## config.mk

```make
export PLATFORM = sky130hd
export DESIGN_NAME = int8_vector_distance
export DESIGN_NICKNAME = d
export VERILOG_FILES = /design/src/sv/ivd_pkg.sv /design/src/sv/ivd_lane_acc.sv /design/src/sv/ivd_root_div.sv /design/src/sv/int8_vector_distance.sv
export SDC_FILE = /design/constraint.sdc
export NUM_CORES = 2
export LEC_CHECK = 0
export BUFFER_PORTS_ARGS = -buffer_cell sky130_fd_sc_hd__buf_2
export CAP_MARGIN = 20
export CORE_ASPECT_RATIO = 1.75
export CORE_MARGIN = 5
export CORE_UTILIZATION = 50
export DETAILED_ROUTE_END_ITERATION = 7
export GPL_TIMING_DRIVEN = 1
export PLACE_DENSITY = 0.69
export REMOVE_ABC_BUFFERS = 1
export SYNTH_ARGS = -nofsm -noshare
export SYNTH_HDL_FRONTEND = slang
export SYNTH_SLANG_ARGS = --single-unit
```

## constraint.sdc

```tcl
create_clock -name clk -period 20.6 [get_ports clk]
set_input_delay 0 -clock clk [delete_from_list [all_inputs] [get_ports clk]]
set_output_delay 0 -clock clk [all_outputs]
set_load 0.005 [all_outputs]
```

## src/sv/ivd_pkg.sv

```systemverilog
`default_nettype none
package ivd_pkg;

  localparam int LANES   = 8;
  localparam int MAX_DIM = 4096;
  localparam int CNT_W   = $clog2(MAX_DIM + 2);

  // metric register codes
  localparam logic [2:0] METRIC_L2    = 3'd0;
  localparam logic [2:0] METRIC_L2SQ  = 3'd1;
  localparam logic [2:0] METRIC_COS   = 3'd2;
  localparam logic [2:0] METRIC_NDOT  = 3'd3;
  localparam logic [2:0] METRIC_L1    = 3'd4;

  // register byte addresses
  localparam logic [2:0] ADDR_METRIC = 3'd0;
  localparam logic [2:0] ADDR_SIGNED = 3'd4;

  localparam logic [63:0] Q16_ONE = 64'd65536;

  typedef enum logic [2:0] {
    ST_IDLE,
    ST_LANE,
    ST_FINAL,
    ST_MUL,
    ST_ROOT,
    ST_DIV
  } state_t;

  typedef enum logic {
    OP_SQRT,
    OP_DIV
  } op_t;

  typedef struct packed {
    logic go;
    op_t  op;
  } unit_ctrl_t;

  typedef struct packed {
    logic done;
  } unit_stat_t;

  typedef struct packed {
    logic acc_en;
    logic clr;
  } acc_ctrl_t;

  typedef struct packed {
    logic [31:0]      metric_sum;
    logic [31:0]      dot_sum;
    logic [31:0]      norm_a_sum;
    logic [31:0]      norm_b_sum;
    logic [CNT_W-1:0] elem_count;
  } sums_t;

endpackage
`default_nettype wire

```

## src/sv/ivd_lane_acc.sv

```systemverilog
`default_nettype none
module ivd_lane_acc (
  input  wire logic              clk,
  input  wire logic              rst,
  input  wire ivd_pkg::acc_ctrl_t ctrl,
  input  wire logic [7:0]        a_byte,
  input  wire logic [7:0]        b_byte,
  input  wire logic              elem_signed,
  input  wire logic [2:0]        metric,
  output ivd_pkg::sums_t         sums
);

  logic signed [8:0]  va;
  logic signed [8:0]  vb;
  logic signed [9:0]  d;
  logic signed [17:0] p_ab;
  logic signed [17:0] p_aa;
  logic signed [17:0] p_bb;
  logic signed [19:0] p_dd;
  logic [7:0]         d_abs;
  logic [31:0]        m_add;
  logic               full;

  assign va    = {elem_signed & a_byte[7], a_byte};
  assign vb    = {elem_signed & b_byte[7], b_byte};
  assign d     = {va[8], va} - {vb[8], vb};
  assign p_ab  = va * vb;
  assign p_aa  = va * va;
  assign p_bb  = vb * vb;
  assign p_dd  = d * d;
  assign d_abs = d[9] ? 8'(-d) : d[7:0];
  assign full  = sums.elem_count >= ivd_pkg::CNT_W'(ivd_pkg::MAX_DIM);

  always_comb begin
    case (metric)
      ivd_pkg::METRIC_L2,
      ivd_pkg::METRIC_L2SQ: m_add = {16'd0, p_dd[15:0]};
      ivd_pkg::METRIC_L1:   m_add = {24'd0, d_abs};
      default:              m_add = 32'd0;
    endcase
  end

  always_ff @(posedge clk) begin
    if (rst || ctrl.clr) begin
      sums <= '0;
    end else if (ctrl.acc_en) begin
      if (full) begin
        // saturate: elements past the limit are dropped
        sums.elem_count <= ivd_pkg::CNT_W'(ivd_pkg::MAX_DIM + 1);
      end else begin
        sums.elem_count <= sums.elem_count + 1'b1;
        sums.dot_sum    <= sums.dot_sum + {{14{p_ab[17]}}, p_ab};
        sums.norm_a_sum <= sums.norm_a_sum + {16'd0, p_aa[15:0]};
        sums.norm_b_sum <= sums.norm_b_sum + {16'd0, p_bb[15:0]};
        sums.metric_sum <= sums.metric_sum + m_add;
      end
    end
  end

endmodule
`default_nettype wire

```

## src/sv/ivd_root_div.sv

```systemverilog
`default_nettype none
module ivd_root_div (
  input  wire logic                clk,
  input  wire logic                rst,
  input  wire ivd_pkg::unit_ctrl_t ctrl,
  input  wire logic [63:0]         x_in,
  input  wire logic [47:0]         dvd_in,
  input  wire logic [31:0]         dvs_in,
  output ivd_pkg::unit_stat_t      stat,
  output logic [63:0]              result
);

  // One subtract-and-compare, shared by the root and the divide steps.
  // Root: acc is the remainder of x, result the root, bitv the trial bit.
  // Divide: acc the partial remainder, result the quotient, bitv the dividend.
  ivd_pkg::op_t op;
  logic [63:0]  acc;
  logic [63:0]  bitv;
  logic [31:0]  dvs;
  logic [5:0]   cnt;
  logic         running;
  logic [63:0]  sub_a;
  logic [63:0]  sub_b;
  logic [64:0]  diff;
  logic         ge;

  always_comb begin
    if (op == ivd_pkg::OP_SQRT) begin
      sub_a = acc;
      sub_b = result | bitv;
    end else begin
      sub_a = {31'd0, acc[31:0], bitv[47]};
      sub_b = {32'd0, dvs};
    end
  end

  assign diff = {1'b0, sub_a} - {1'b0, sub_b};
  assign ge   = ~diff[64];

  always_ff @(posedge clk) begin
    if (rst) begin
      running   <= 1'b0;
      stat.done <= 1'b0;
      cnt       <= '0;
    end else if (ctrl.go) begin
      running   <= 1'b1;
      stat.done <= 1'b0;
      cnt       <= (ctrl.op == ivd_pkg::OP_SQRT) ? 6'd32 : 6'd48;
    end else if (running) begin
      cnt       <= cnt - 1'b1;
      running   <= cnt != 6'd1;
      stat.done <= cnt == 6'd1;
    end else begin
      stat.done <= 1'b0;
    end
  end

  always_ff @(posedge clk) begin
    if (ctrl.go) begin
      op     <= ctrl.op;
      result <= '0;
      dvs    <= dvs_in;
      if (ctrl.op == ivd_pkg::OP_SQRT) begin
        acc  <= x_in;
        bitv <= 64'd1 << 62;
      end else begin
        acc  <= '0;
        bitv <= {16'd0, dvd_in};
      end
    end else if (running) begin
      if (op == ivd_pkg::OP_SQRT) begin
        if (ge) begin
          acc    <= diff[63:0];
          result <= (result >> 1) | bitv;
        end else begin
          result <= result >> 1;
        end
        bitv <= bitv >> 2;
      end else begin
        acc    <= ge ? diff[63:0] : sub_a;
        result <= {result[62:0], ge};
        bitv   <= bitv << 1;
      end
    end
  end

endmodule
`default_nettype wire

```

## src/sv/int8_vector_distance.sv

```systemverilog
`default_nettype none
// Channel   Handshake            Payload
// ------    ---------            -------
// input     start & !busy        a_bytes, b_bytes, lane_count, last_item
// result    done (one cycle)     distance, dim_overflow
// config    APB psel/penable     paddr, pwdata, prdata (metric @0, elem_signed @4)
//
// An item keeps busy high while its n lane pairs are worked, n being lane_count capped
// at eight: one lane pair goes through the lane accumulator per cycle, then the item
// is closed; a new item is taken only after that, once busy is low again.
// A last item adds the finishing work: L2 holds busy for the closing step, 32 root
// steps and a finishing step; cosine holds it for the closing step, multiply, 32 root
// steps and 48 divide steps, and skips the divide when a norm is zero; the other
// metrics finish in the closing cycle.
// done rises for exactly one cycle; the receiver cannot stall, and busy falls
// in that same cycle so the next item may be taken at once.
// rst is synchronous: sums, counters, config registers and sequencer go to zero.
module int8_vector_distance (
  input  wire logic        clk,
  input  wire logic        rst,
  // input items
  input  wire logic        start,
  output logic             busy,
  input  wire logic [63:0] a_bytes,
  input  wire logic [63:0] b_bytes,
  input  wire logic [3:0]  lane_count,
  input  wire logic        last_item,
  // results
  output logic             done,
  output logic signed [63:0] distance,
  output logic             dim_overflow,
  // configuration
  input  wire logic        psel,
  input  wire logic        penable,
  input  wire logic        pwrite,
  input  wire logic [2:0]  paddr,
  input  wire logic [31:0] pwdata,
  output logic [31:0]      prdata,
  output logic             pready
);

  ivd_pkg::state_t     state;
  ivd_pkg::state_t     state_next;
  ivd_pkg::unit_ctrl_t uctrl;
  ivd_pkg::unit_stat_t ustat;
  ivd_pkg::acc_ctrl_t  actrl;
  ivd_pkg::sums_t      sums;

  logic [2:0]  metric;
  logic        elem_signed;
  logic [63:0] a_sh;
  logic [63:0] b_sh;
  logic [3:0]  lanes_left;
  logic        last_r;
  logic [63:0] prod;
  logic [63:0] root_x;
  logic [63:0] uresult;
  logic        finish;
  logic [63:0] fin_val;
  logic        dot_neg;
  logic [31:0] dot_abs;

  // configuration port
  assign pready = 1'b1;

  always_ff @(posedge clk) begin
    if (rst) begin
      metric      <= ivd_pkg::METRIC_L2;
      elem_signed <= 1'b0;
    end else if (psel && penable && pwrite) begin
      case (paddr)
        ivd_pkg::ADDR_METRIC: metric      <= pwdata[2:0];
        ivd_pkg::ADDR_SIGNED: elem_signed <= pwdata[0];
        default: ;
      endcase
    end
  end

  always_comb begin
    case (paddr)
      ivd_pkg::ADDR_METRIC: prdata = {29'd0, metric};
      ivd_pkg::ADDR_SIGNED: prdata = {31'd0, elem_signed};
      default:              prdata = 32'd0;
    endcase
  end

  // item capture: lane 0 is loaded into the low byte of the shift registers
  assign busy = state != ivd_pkg::ST_IDLE;

  always_ff @(posedge clk) begin
    if (rst) begin
      lanes_left <= '0;
      last_r     <= 1'b0;
    end else if (state == ivd_pkg::ST_IDLE && start) begin
      lanes_left <= (lane_count > 4'(ivd_pkg::LANES)) ? 4'(ivd_pkg::LANES) : lane_count;
      last_r     <= last_item;
    end else if (actrl.acc_en) begin
      lanes_left <= lanes_left - 1'b1;
    end
  end

  always_ff @(posedge clk) begin
    if (state == ivd_pkg::ST_IDLE && start) begin
      a_sh <= a_bytes;
      b_sh <= b_bytes;
    end else if (actrl.acc_en) begin
      a_sh <= a_sh >> 8;
      b_sh <= b_sh >> 8;
    end
  end

  // norm product for cosine, taken in the closing cycle
  always_ff @(posedge clk) begin
    if (state == ivd_pkg::ST_FINAL) begin
      prod <= 64'(sums.norm_a_sum) * 64'(sums.norm_b_sum);
    end
  end

  ivd_lane_acc u_acc (
    .clk         (clk),
    .rst         (rst),
    .ctrl        (actrl),
    .a_byte      (a_sh[7:0]),
    .b_byte      (b_sh[7:0]),
    .elem_signed (elem_signed),
    .metric      (metric),
    .sums        (sums)
  );

  assign dot_neg = sums.dot_sum[31];
  assign dot_abs = dot_neg ? -sums.dot_sum : sums.dot_sum;
  assign root_x  = (metric == ivd_pkg::METRIC_COS) ? prod : {sums.metric_sum, 32'd0};

  ivd_root_div u_unit (
    .clk    (clk),
    .rst    (rst),
    .ctrl   (uctrl),
    .x_in   (root_x),
    .dvd_in ({dot_abs, 16'd0}),
    .dvs_in (uresult[31:0]),
    .stat   (ustat),
    .result (uresult)
  );

  // sequencer: next state
  always_comb begin
    state_next = state;
    case (state)
      ivd_pkg::ST_IDLE:
        if (start) state_next = ivd_pkg::ST_LANE;
      ivd_pkg::ST_LANE:
        if (lanes_left == 4'd0) begin
          state_next = last_r ? ivd_pkg::ST_FINAL : ivd_pkg::ST_IDLE;
        end
      ivd_pkg::ST_FINAL:
        case (metric)
          ivd_pkg::METRIC_L2:  state_next = ivd_pkg::ST_ROOT;
          ivd_pkg::METRIC_COS: state_next = ivd_pkg::ST_MUL;
          default:             state_next = ivd_pkg::ST_IDLE;
        endcase
      ivd_pkg::ST_MUL:
        state_next = ivd_pkg::ST_ROOT;
      ivd_pkg::ST_ROOT:
        if (ustat.done) begin
          state_next = (metric == ivd_pkg::METRIC_COS && uresult != 64'd0)
                       ? ivd_pkg::ST_DIV : ivd_pkg::ST_IDLE;
        end
      ivd_pkg::ST_DIV:
        if (ustat.done) state_next = ivd_pkg::ST_IDLE;
      default:
        state_next = ivd_pkg::ST_IDLE;
    endcase
  end

  // sequencer: outputs
  always_comb begin
    uctrl.go     = 1'b0;
    uctrl.op     = ivd_pkg::OP_SQRT;
    actrl.acc_en = 1'b0;
    finish       = 1'b0;
    fin_val      = '0;
    case (state)
      ivd_pkg::ST_LANE:
        actrl.acc_en = lanes_left != 4'd0;
      ivd_pkg::ST_FINAL:
        case (metric)
          ivd_pkg::METRIC_L2:
            uctrl.go = 1'b1;
          ivd_pkg::METRIC_COS: ;
          ivd_pkg::METRIC_L2SQ,
          ivd_pkg::METRIC_L1: begin
            finish  = 1'b1;
            fin_val = {16'd0, sums.metric_sum, 16'd0};
          end
          ivd_pkg::METRIC_NDOT: begin
            finish  = 1'b1;
            fin_val = -{{16{sums.dot_sum[31]}}, sums.dot_sum, 16'd0};
          end
          default: begin
            // unused metric code reads as zero
            finish  = 1'b1;
            fin_val = '0;
          end
        endcase
      ivd_pkg::ST_MUL:
        uctrl.go = 1'b1;
      ivd_pkg::ST_ROOT:
        if (ustat.done) begin
          if (metric != ivd_pkg::METRIC_COS) begin
            finish  = 1'b1;
            fin_val = uresult;
          end else if (uresult == 64'd0) begin
            // a zero norm gives distance 1.0
            finish  = 1'b1;
            fin_val = ivd_pkg::Q16_ONE;
          end else begin
            uctrl.go = 1'b1;
            uctrl.op = ivd_pkg::OP_DIV;
          end
        end
      ivd_pkg::ST_DIV:
        if (ustat.done) begin
          finish  = 1'b1;
          fin_val = dot_neg ? ivd_pkg::Q16_ONE + uresult : ivd_pkg::Q16_ONE - uresult;
        end
      default: ;
    endcase
  end

  // sums clear in the same edge that loads the result
  assign actrl.clr = finish;

  always_ff @(posedge clk) begin
    if (rst) begin
      state <= ivd_pkg::ST_IDLE;
      done  <= 1'b0;
    end else begin
      state <= state_next;
      done  <= finish;
    end
  end

  always_ff @(posedge clk) begin
    if (finish) begin
      distance     <= fin_val;
      dim_overflow <= sums.elem_count > ivd_pkg::CNT_W'(ivd_pkg::MAX_DIM);
    end
  end

endmodule
`default_nettype wire
```

; ---- Yosys cells after proc, flatten, opt, wreduce, memory -nomap -nowiden
; Cells that the tools add are included.
[word_totals]
wordCells = 155
reg_bits = 644
output_inout_bits = 100
[classes]
bitwise = 7
n_eq_ne = 18
mux = 60
multipliers = 5
n_addsub = 14
reduce_logical = 24
n_lt_le_gt_ge = 3
[op_table]
columns = operator, count
row1 = $mux 64, 22
row2 = $pmux 64 s3, 1
row3 = $pmux 64 s2, 1
row4 = $add 32x16->32, 3
row5 = $sub 64x64->65, 1
row6 = $add 17x64->64 const A, 1
row7 = $logic_not 64->1, 1
row8 = $mul 32x32->64, 1
row9 = $neg 64->64, 1
row10 = $or 63x64->64, 1
row11 = $or 64x64->64, 1
row12 = $reduce_bool 64->1, 1
row13 = $sub 17x64->64 const A, 1
row14 = $mux 63, 1
row15 = $add 32x32->32, 1
row16 = $mul 9x9->16, 2
row17 = $mux 32, 1
row18 = $neg 32->32, 1
row19 = $pmux 16 s2, 1
row20 = $mul 9x9->18, 1
row21 = $pmux 3 s6, 1
row22 = $mux 17, 1
row23 = $mul 10x10->16, 1
row24 = $mux 3, 5
row25 = 39 further kinds, 79

; ---- Depth between registers and ports, before layout
[depth]
word_depth = 7
mapped_depth = 41
ltp_nobuf = 40

; ---- Cells and area by module
; Synthesis repeated with hierarchy kept, for this count alone.
[unflattened]
cells_unflattened = 9425
hier_area_um2 = 83358.7
[modules_own_cells]
columns = module, cells_per_inst, instances, area_per_inst_um2
row1 = int8_vector_distance, 5367, 1, 48292.6
row2 = ivd_lane_acc, 2390, 1, 19839.0
row3 = ivd_root_div, 1668, 1, 15227.1

; ---- Worst setup path after synthesis
; No wires, ideal clock.
[synth_timing]
kind = register to register
start = register b_sh[7]
end = register u_acc.sums[108] (netlist name)
arrival_ns = 8.185
setup_ns = 0.070
period_less_slack_ns = 8.255
path_stages_with_launch = 32
slack_ns = 12.345
required_ns = 20.530
path_buffers = 2
path_cell_list = edfxtp_1 -> clkbuf_1 -> nand2_1 -> inv_1 -> buf_1 -> nand2_1 -> fa_1 -> fa_1 -> inv_1 -> fa_1 -> fa_1 -> fa_1 -> ha_1 -> inv_1 -> o21bai_1 -> a21o_1 -> a31o_2 -> a41oi_1 -> a21oi_1 -> xnor2_1 -> ha_1 -> a21o_1 -> a21o_1 -> a21o_1 -> a21oi_1 -> o21ai_0 -> a2111oi_2 -> nor4_1 -> o31a_1 -> o21a_1 -> or4_1 -> a21oi_1
[synth_between]
elab_chain_len = 3
[synth_lines]
columns = item, line_no
row1 = start: declaration, int8_vector_distance.sv:52  ; logic [63:0] b_sh;
row2 = start signal: assignment, int8_vector_distance.sv:105  ; b_sh <= b_bytes;
row3 = start signal: assignment, int8_vector_distance.sv:108  ; b_sh <= b_sh >> 8;
row4 = $and 1x1->1, ivd_lane_acc.sv:25  ; assign vb = {elem_signed & b_byte[7], b_byte};
row5 = $mul 9x9->18 (*), ivd_lane_acc.sv:27  ; assign p_ab = va * vb;
row6 = $add 32x32->32 (*), ivd_lane_acc.sv:52  ; sums.dot_sum <= sums.dot_sum + {{14{p_ab[17]}}, p_ab};
; Every way passes the cells marked *; elsewhere a longest branch is shown, timed or not.
; A chain may end at the register's enable or synchronous reset.

; ---- Worst setup path in the final report
[layout_timing]
start = register b_sh[2]
end = register u_acc.sums[140] (netlist name)
[layout_between]
elab_chain_len = 5
[layout_lines]
columns = item, line_no
row1 = $sub 9x9->10 (*), ivd_lane_acc.sv:26  ; assign d = {va[8], va} - {vb[8], vb};
row2 = "parallel branches: the longest is 2 deep, another holds $mul 10x10->16", -
row3 = $pmux 16 s2 (*), ivd_lane_acc.sv:35  ; case (metric)
row4 = $add 32x16->32 (*), ivd_lane_acc.sv:55  ; sums.metric_sum <= sums.metric_sum + m_add;
; Mark *: on every way between the ends.

==> results.ini <==
[outcome]
status = finished with violations
violations = design-rule violations

[timing]
max_slew_margin_pct = 21.6
min_period_ns = 9.82
skew_ns = 0.0543
fmax_ghz = 0.102
finalCritPeriodShare_pct = 47.7
setup_ws_ns = 10.78
setup_viol = 0
worstMarginPinSlew_ns = 1.15
hold_viol = 0
rsz0062_at_grt = no
slew_violations = 0
fin_setup_tns_ns = 0

[synth]
ys_ff_latch = 644
synth.distinct_cells = 101
synthTopCellsByCount = nand2_1, inv_1, fa_1, ha_1, a21oi_1
synth_top_area_share_pct = 27.7
synthTopCellsByArea = fa_1, edfxtp_1, ha_1
yosys_warnings = 0
seq_area_frac_synth_pct = 20.8
synth_flop_cell = edfxtp_1
syn-cell-area_sq_um = 82100
syn_avg_cell_area_sq_um = 8.83
async_reset_ff_share_pct = 0
synth_edf_count = 418
yosys.area.top_type = fa_1
syn_inst = 9296
yosysMostFrequentCell = nand2_1

[clock_tree]
cts_num_sinks = 644
post-cts-setup-buffers = 0
clk_root_buffer_cell = clkbuf_16
cts_hold_buf = 158
insertion_delay_ns = 0.71
htree_levels = 3
postCtsResizedCells = 0
clock_path_buffers = 3
cts_tree = done
cts_buffers = 70
clk_pin_slew_ns = 0.07

[floorplanning]
die-area_sq_um = 173000
start_util_pct = 50.4
coreArea_sq_um = 163000
io_pins = 274
placementRows = 196
die_w_um = 316
fp.dieH_um = 546

[route]
routedWlPerCell_um = 22.8
vias = 67500
first_pass_iters = 8
viasPerCell = 5.84
wl_um = 263000
drc = 1
ant_nets = 0
drtIter0Drc = 4832

[worst_setup_path]
end_kind = flip-flop
crit_start = b_sh[2]
crit_top_cell = fa_1
r2r-end = u_acc.sums[140]
r2r-start = b_sh[2]
cp_max_fo = 13
required_ns = 21.13
start_kind = flip-flop
rrSetupSlack_ns = 10.78
cp_slowest_cell = edfxtp_1
r2r_cells = 31
cp_data_arrival_time_ns = 10.36
slowest_delay_ns = 0.65
path_class = flip-flop to flip-flop
worstSetupEndpoint = u_acc.sums[140]

[hold_path]
hold_path_class = input pin to flip-flop

[place]
post-dp-hpwl_um = 191000
place_ws_ns = 10.81
routabilityCongestion = 0.982
numPortBuffers = 214

[cells_and_area]
fin_nets = 11200
drive_gt1_share_pct = 6.48
area_growth_pct = 8.14

[global_route]
grt_remaining_overflow = 0
grt_pass1_wl_um = 405000
track_usage_pct = 30.2
grt_pass1_vias = 72200
grt_max_degree = 168
antenna_found_initial = 15

[run]
maxCapViolCount = 0

-- flip-flops by register name (all words and copies together) (netlist names) --
register and count:
u_unit.acc 64, last_r 1, u_unit.cnt 6, done 1, elem_signed 1, metric 3
prod 64, u_unit.running 1, u_unit.bitv 64, dim_overflow 1, a_sh 64, u_unit.dvs 32
u_unit.op 1, u_unit.stat 1, lanes_left 4, u_acc.sums 141, u_unit.result 64, b_sh 64
distance 64, state 3
-- cell usage in the layout, fill, tap and decap left out, drive strengths merged, types with 30 or more instances in the layout --
cell,Yosys,layout
and2,355,355
o21bai,38,38
a21o,111,111
clkinv,6,34
mux2i,96,96
a31oi,38,38
dfxtp,226,226
edfxtp,418,418
inv,1395,1399
nand2b,49,49
buf,77,338
xnor2,235,235
mux2,60,60
clkbuf,498,85
nor3,97,97
fa,1136,1136
conb,2,30
o21ai,404,404
a21oi,501,501
xor2,148,148
nand2,1558,1558
ha,578,578
a221oi,67,67
or2,30,30
nand3,86,86
o22ai,45,45
nor2,453,453
or3,73,73
dlygate4sd3,0,158
nand4,42,42
and3,73,73
nor2b,61,61
-- through the flow --
stage	hold WS, ns	area, sq um	utilization, %	std cells
finish	0.0480	88800	54.5	11600
global route	0.0300	88800	54.4	11600
CTS	0.00287	88800	54.4	11500
detailed placement	0.244	84800	52.0	11300
global placement	0.242	84800	52.0	11300
floorplan	0.0342	79900	-	8749
-- worst min-delay path by stage --
stage,cells after the start,endpoint,start,slack [ns]
CTS,2,b_sh[56],start,0.003
global placement,3,metric[1],pwdata[1],0.24
detailed placement,3,metric[1],pwdata[1],0.24
global route,2,b_sh[59],start,0.03
finish,2,b_sh[59],start,0.05
floorplan,1,prdata[0],paddr[0],0.03
-- worst max-delay path: cells and delay by family, from the launching register on --
family / cells / cell delay, ns
AO/OA/AOI/OAI: 12 / 3.04
adder cells (fa/ha/maj): 8 / 3.68
buffers and inverters: 5 / 0.96
flip-flops: 1 / 0.65
XOR/XNOR: 1 / 0.18
AND/OR/NAND/NOR: 5 / 1.14
-- routing by layer --
layer	vias to the layer above	share of wire (%)	GRT usage, %
li1	29900	-	-
met1	33400	33	30.5
met2	2868	51	54.8
met3	1326	6.1	4.81
met4	10	10	23.7
met5	-	0.024	0
-- cell type report --
| class | count | area, sq um |
|---|---|---|
| clock buffer | 85 | 1900 |
| antenna | 13 | 32.5 |
| inverter | 1401 | 5260 |
| sequential | 644 | 17100 |
| multi-input combinational | 6704 | 57700 |
| timing repair buffer | 496 | 3620 |
| clock inverter | 41 | 498 |
| fill | 14600 | 74300 |
| tap | 2178 | 2730 |
-- logic make-up after synthesis --
| group | synth area share (%) |
|---|---|
| and+or+nand+nor | 16.5 |
| buffers and inverters | 9.22 |
| adders and majority gates | 36.5 |
| AOI/OAI and AO/OA | 10.9 |
| DFF | 20.8 |
| xor gates and xnor gates | 4.11 |
| muxes | 1.99 |
| other | 0.00915 |
Power is left out: the tool's default activity adds up to more than one toggle a clock period on the data nets, which glitch-free logic cannot reach.
